## src/hw/rtl/light_footprint_strip_builder_unit_assert.svh

```systemverilog
// Assertion macros for the light footprint strip builder.
// Expects clk and rst_n in the scope of use.
`ifndef LIGHT_FOOTPRINT_STRIP_BUILDER_UNIT_ASSERT_SVH
`define LIGHT_FOOTPRINT_STRIP_BUILDER_UNIT_ASSERT_SVH

// same-cycle implication
`define LFSB_ASSERT_IMPL(name, ante, cons, msg) \
    name: assert property (@(posedge clk) disable iff (!rst_n) (ante) |-> (cons)) \
        else $error(msg);

// next-cycle implication
`define LFSB_ASSERT_NEXT(name, ante, cons, msg) \
    name: assert property (@(posedge clk) disable iff (!rst_n) (ante) |=> (cons)) \
        else $error(msg);

`endif

```

## src/hw/rtl/lfsb_ram.sv

```systemverilog
// Generic simple dual-port RAM, one write and one registered read port.
// No dependencies.
module lfsb_ram #(
    parameter int WIDTH = 38,
    parameter int DEPTH = 64,
    localparam int AW = (DEPTH > 1) ? $clog2(DEPTH) : 1
) (
    input  logic             clk,
    input  logic             we,
    input  logic [AW-1:0]    waddr,
    input  logic [WIDTH-1:0] wdata,
    input  logic [AW-1:0]    raddr,
    output logic [WIDTH-1:0] rdata
);
    logic [WIDTH-1:0] mem [DEPTH];
    logic [WIDTH-1:0] rdata_reg;

    always_ff @(posedge clk)
    begin
        if (we)
        begin
            mem[waddr] <= wdata;
        end
        rdata_reg <= mem[raddr];
    end

    assign rdata = rdata_reg;
endmodule

```

## config.mk

```make
export PLATFORM = sky130hd
export DESIGN_NAME = lfsb_ram
export DESIGN_NICKNAME = d
export VERILOG_FILES = /design/src/hw/rtl/light_footprint_strip_builder_unit_assert.svh /design/src/hw/rtl/lfsb_ram.sv
export SDC_FILE = /design/constraint.sdc
export NUM_CORES = 2
export LEC_CHECK = 0
export BUFFER_PORTS_ARGS = -buffer_cell sky130_fd_sc_hd__buf_2
export CAP_MARGIN = 20
export CELL_PAD_IN_SITES_DETAIL_PLACEMENT = 0
export CELL_PAD_IN_SITES_GLOBAL_PLACEMENT = 1
export CORE_ASPECT_RATIO = 2
export CORE_MARGIN = 3
export CORE_UTILIZATION = 45
export CTS_BUF_LIST = sky130_fd_sc_hd__clkbuf_4 sky130_fd_sc_hd__clkbuf_8
export DETAILED_ROUTE_END_ITERATION = 8
export GPL_TIMING_DRIVEN = 1
export PLACE_DENSITY_LB_ADDON = 0.05
export SETUP_SLACK_MARGIN = 0.4
export SLEW_MARGIN = 10
export SYNTH_ARGS = -nofsm -noshare
export SYNTH_HDL_FRONTEND = slang
export SYNTH_SLANG_ARGS = --single-unit
```

## constraint.sdc

```tcl
create_clock -name clk -period 7.4 [get_ports clk]
set_clock_uncertainty 0.05 [all_clocks]
set_input_delay 0.37 -clock clk [delete_from_list [all_inputs] [get_ports clk]]
set_output_delay 0.37 -clock clk [all_outputs]
set_load 0.1 [all_outputs]
```

== After elaboration in Yosys (flattened, before gate mapping) ==
Memory sizes are Yosys's and may differ from the RTL's. A register that Yosys moved wholly into a read port is not among the register bits.
Index checks and enable logic that the tools add are counted.

* Bits in registers: 0
* Bits in writable memories: 2432
* Input bits: 52
* Output and inout bits: 38
* Memories kept: 1

* Mux-type cells: 2

{| class="wikitable"
|+ Memory list
! memory !! words !! width !! rd ports !! clocked after memory_dff !! wr ports !! line !! source
|-
| mem || 64 || 38 || 1 || 1 || 1 || lfsb_ram.sv:15 || <nowiki>logic [WIDTH-1:0] mem [DEPTH];</nowiki>
|}

{| class="wikitable"
|+ Operators with widths
! operator !! count
|-
| two-way mux 1 bit || 2
|}

== Longest topological paths before layout ==
* Depth after elaboration: 2
* Mapped depth: 9

== Least setup slack after synthesis ==
OpenSTA, ideal clock, no wires.

* Path kind: input to register
* Start point: input waddr[3]
* End point: memory mem[48][0] (enable)
* Data arrival time: 3.497 ns
* Path slack: 3.372 ns
* Cell stages on the path: 4
* Path buffers: 1
* Cell sequence: clkbuf_1 nor2b_1 nand4b_1 nor3_1

{| class="wikitable"
|+ RTL lines
! what !! line !! source
|-
| start: declaration || lfsb_ram.sv:10 || <nowiki>input logic [AW-1:0] waddr,</nowiki>
|-
| end: declaration || lfsb_ram.sv:15 ||
|}

Straight into the memory's write port.

==> results.rst <==
.. list-table::
   :header-rows: 1

   * - Metric
     - Value
   * - Yosys Warn Count
     - 0
   * - Power share of the clock group
     - roughly two fifths
   * - Die Wd
     - 327.4 um
   * - DRC
     - 0
   * - Simple-gate share of the synthesized area
     - under 10%
   * - Asr flop ratio synth
     - 0%
   * - Post-route setup TNS
     - 0 ps
   * - Final instance area
     - approximately 0.10 mm^2
   * - Number of synthesized flops with an enable pin
     - approximately 2400
   * - Power share of the sequential group
     - 55.7%
   * - Final hold violation count
     - 0
   * - Share of the synthesized netlist area taken by xor and xnor gates
     - 0%
   * - Static Leak
     - 32.75 nW
   * - Leftover overflow at the end of global routing
     - 0
   * - Number of distinct library cell variants in the gate-level netlist after synthesis
     - 31
   * - Max transition margin
     - between 30% and 40%
   * - Master cell of the clock root buffer
     - sky130_fd_sc_hd__clkbuf_8
   * - Max Cap Violations
     - 0
   * - Std-Cell Core Area
     - just over 0.2 mm^2
   * - Sw Ratio
     - a little under a quarter
   * - Number of register bits inferred by synthesis
     - about 2500
   * - Max clock buf depth
     - 4
   * - Initial antenna violation count
     - 28
   * - Max FFs per register
     - around 2400
   * - RSZ-0062 raised after global routing
     - false
   * - Post-detailed-route via-to-cell ratio
     - 6.013
   * - Clock tree from TritonCTS
     - done
   * - Highest achievable clock rate
     - ~0.3 GHz
   * - Most common cell after layout, fill and taps aside
     - sky130_fd_sc_hd__edfxtp_1
   * - IO Pins
     - 90
   * - Maximum fanout encountered on the critical timing path
     - 24
   * - Synthesized-area fraction occupied by ao, oa, aoi and oai cells
     - 2.493%
   * - Sum of net half-perimeters after detailed placement
     - between 100000 and 150000 um
   * - Dominant combinational cell family by area after synthesis
     - multiplexers
   * - Hold slack
     - approximately 48 ps
   * - Area added between synthesis and finish
     - 12.85%
   * - Post-synthesis average cell area
     - 23.30 um^2
   * - Setup CP Type
     - in -> reg
   * - Clk_lat worst skew
     - about 950 ps
   * - Mux share of post-synthesis cell area
     - around 16%
   * - Finish-stage setup viols
     - 0
   * - Worst setup slack after placement
     - 3220 ps
   * - Combinational share of power
     - under 10%
   * - Fraction of final layout cells with drive strength greater than 1
     - between 30 and 40%
   * - Number of pins exceeding their max-slew limit in the final report
     - 0
   * - Class of the tightest hold or removal check
     - in -> reg
   * - Total iterations of the first detailed-routing run
     - 5
   * - Starting Density
     - between 40% and 50%
   * - Startpoint class of the critical path
     - primary input
   * - Final weighted congestion in routability-driven placement
     - 0.7478
   * - Final core utilization
     - about half
   * - Post-cts sizing count
     - 0
   * - Die outline height
     - ~650 um
   * - Total number of clock tree sinks
     - 2470
   * - First DRT Iteration DRCs
     - about 4100
   * - Shortest period the worst path allows
     - approximately 3300 ps
   * - Most used cells in the layout excluding fill and tap cells
     - 2432 x sky130_fd_sc_hd__edfxtp_1, 608 x sky130_fd_sc_hd__mux4_2, 381 x sky130_fd_sc_hd__clkbuf_8, 140 x sky130_fd_sc_hd__buf_4, 138 x sky130_fd_sc_hd__a22oi_1
   * - H-tree levels
     - 5
   * - Synthesized instance count
     - ~4000
   * - Post-Syn Nets
     - approximately 4000
   * - Routed length per placed instance
     - 37.00 um
   * - GRT Total Usage
     - roughly 26%
   * - Total internal power
     - 0.02162 W
   * - Floorplan row count
     - between 200 and 250
   * - Detailed-route wire length
     - about 270000 um
   * - Count of vias placed by the detailed router
     - roughly 44000
   * - Buffers added on ports
     - approximately 90
   * - WP data required
     - 8200 ps
   * - Measured slew at the worst slew-check pin
     - about 1000 ps
   * - Clock slew at reported path FFs
     - ~70 ps
   * - Setup Fix Bufs, Post-CTS
     - 0
   * - Vias in the first global route
     - ~47000
   * - PnR worst setup slack
     - 4077 ps
   * - Global-route wire length before repair
     - around 380000 um
   * - Most common flop cell mapped by yosys
     - sky130_fd_sc_hd__edfxtp_1
   * - Net count reported at finish
     - roughly 4500
   * - Number of buffers created by CTS
     - between 300 and 400
   * - Final antenna-violating net count
     - 0
   * - Post-DP Area
     - 0.09755 mm^2
   * - Sequential-to-total area share from yosys stat
     - roughly 79%
   * - Die Footprint
     - between 0.2 and 0.25 mm^2
   * - Total net switching power
     - 0.006329 W
   * - Endpoint type of the worst setup path
     - flip-flop
   * - Worst vdd ir
     - about 0.21 mV
   * - Endpoint arrival time on the critical path
     - approximately 4100 ps
   * - Power density normalized to cell area
     - around 270 mW/mm^2
   * - Post-Syn Area
     - approximately 0.093 mm^2
   * - Pin count of the biggest net entering global routing
     - 97
   * - Run status
     - completed
   * - Period utilization
     - ~45%
   * - Area share of fa/ha/maj cells after synthesis
     - 0%
## layer usage
metal	global-route usage, %	part of all wire (%)	up-vias
met3	3.800	5.0	410
met2	47.91	55	1481
met1	31.58	37	24630
met4	7.583	3.1	10
met5	0	0.026	-
li1	-	-	17950
## repair_timing
item | CTS | global route
hold buffers | 21 | 8
hold endpoints to repair | 490 | 314
endpoints found under the setup margin | 0 | 0
## per-stage QoR
stage / cells / power [W]
final: 7398 / 0.02795
after global routing: 7391 / 0.02889
after CTS: 7373 / 0.02825
after detailed placement: 6737 / 0.01759
after global placement: 6737 / 0.01757
after floorplan: 3989 / 0.01678
## cell usage after synthesis, drive strengths merged, types with 10 or more instances
master | count | share of area (%)
mux2i | 63 | 0.68
o22ai | 100 | 0.67
mux2 | 24 | 0.29
nand2 | 76 | 0.31
clkbuf | 91 | 0.37
nor2 | 127 | 0.51
nand3 | 10 | 0.054
a22oi | 138 | 1.1
edfxtp | 2432 | 79
mux4 | 608 | 15
o221ai | 32 | 0.30
dfxtp | 38 | 0.82
a21oi | 72 | 0.39
buf | 128 | 0.84
## worst max-delay path: stages
cell	delay (ps)
sky130_fd_sc_hd__dlygate4sd3_1	520
sky130_fd_sc_hd__buf_2	100
sky130_fd_sc_hd__buf_4	430
sky130_fd_sc_hd__buf_4	560
sky130_fd_sc_hd__or2_2	240
sky130_fd_sc_hd__buf_4	450
sky130_fd_sc_hd__nor2_1	350
sky130_fd_sc_hd__a22oi_1	490
sky130_fd_sc_hd__nand2_1	320
sky130_fd_sc_hd__nor3_1	210
## logic make-up (layout without fill, tap and decap cells)
| logic type | count (synthesis) | after routing |
|---|---|---|
| flip-flops | 2470 | 2470 |
| multiplexers | 695 | 695 |
| AO/OA/AOI/OAI | 344 | 344 |
| AND/OR/NAND/NOR | 260 | 260 |
| buffers and inverters | 220 | 894 |
| other | 0 | 10 |
## path summary, 6_finish.rpt
kind	slack, ps	depth (start not counted)	start	to
max	4080	10	raddr[4]	rdata[26]
min	50	2	wdata[0]	mem[31][0]
max reg2reg	5090	5	mem[51][12]	rdata[12]
min reg2reg	810	5	mem[18][1]	rdata[1]
## power groups by stage
stage | Sequential (W) | Combinational (W) | Clock, W
global placement | 0.0159 | 0.00170 | 0
CTS | 0.0156 | 0.00173 | 0.0110
finish | 0.0156 | 0.00170 | 0.0107
detailed placement | 0.0159 | 0.00171 | 0
floorplan | 0.0160 | 0.000744 | 0
global route | 0.0156 | 0.00179 | 0.0115
## cell type report
type,count,area [um^2]
clock buffer,496,6107
timing repair buffer,278,2240
antenna,10,25.02
fill,16660,100400
sequential,2470,73790
inverter,1,3.754
tap,2725,3410
clock inverter,119,754.5
multi-input combinational,1299,18550
No activity file was read; power rests on OpenSTA's default activity.
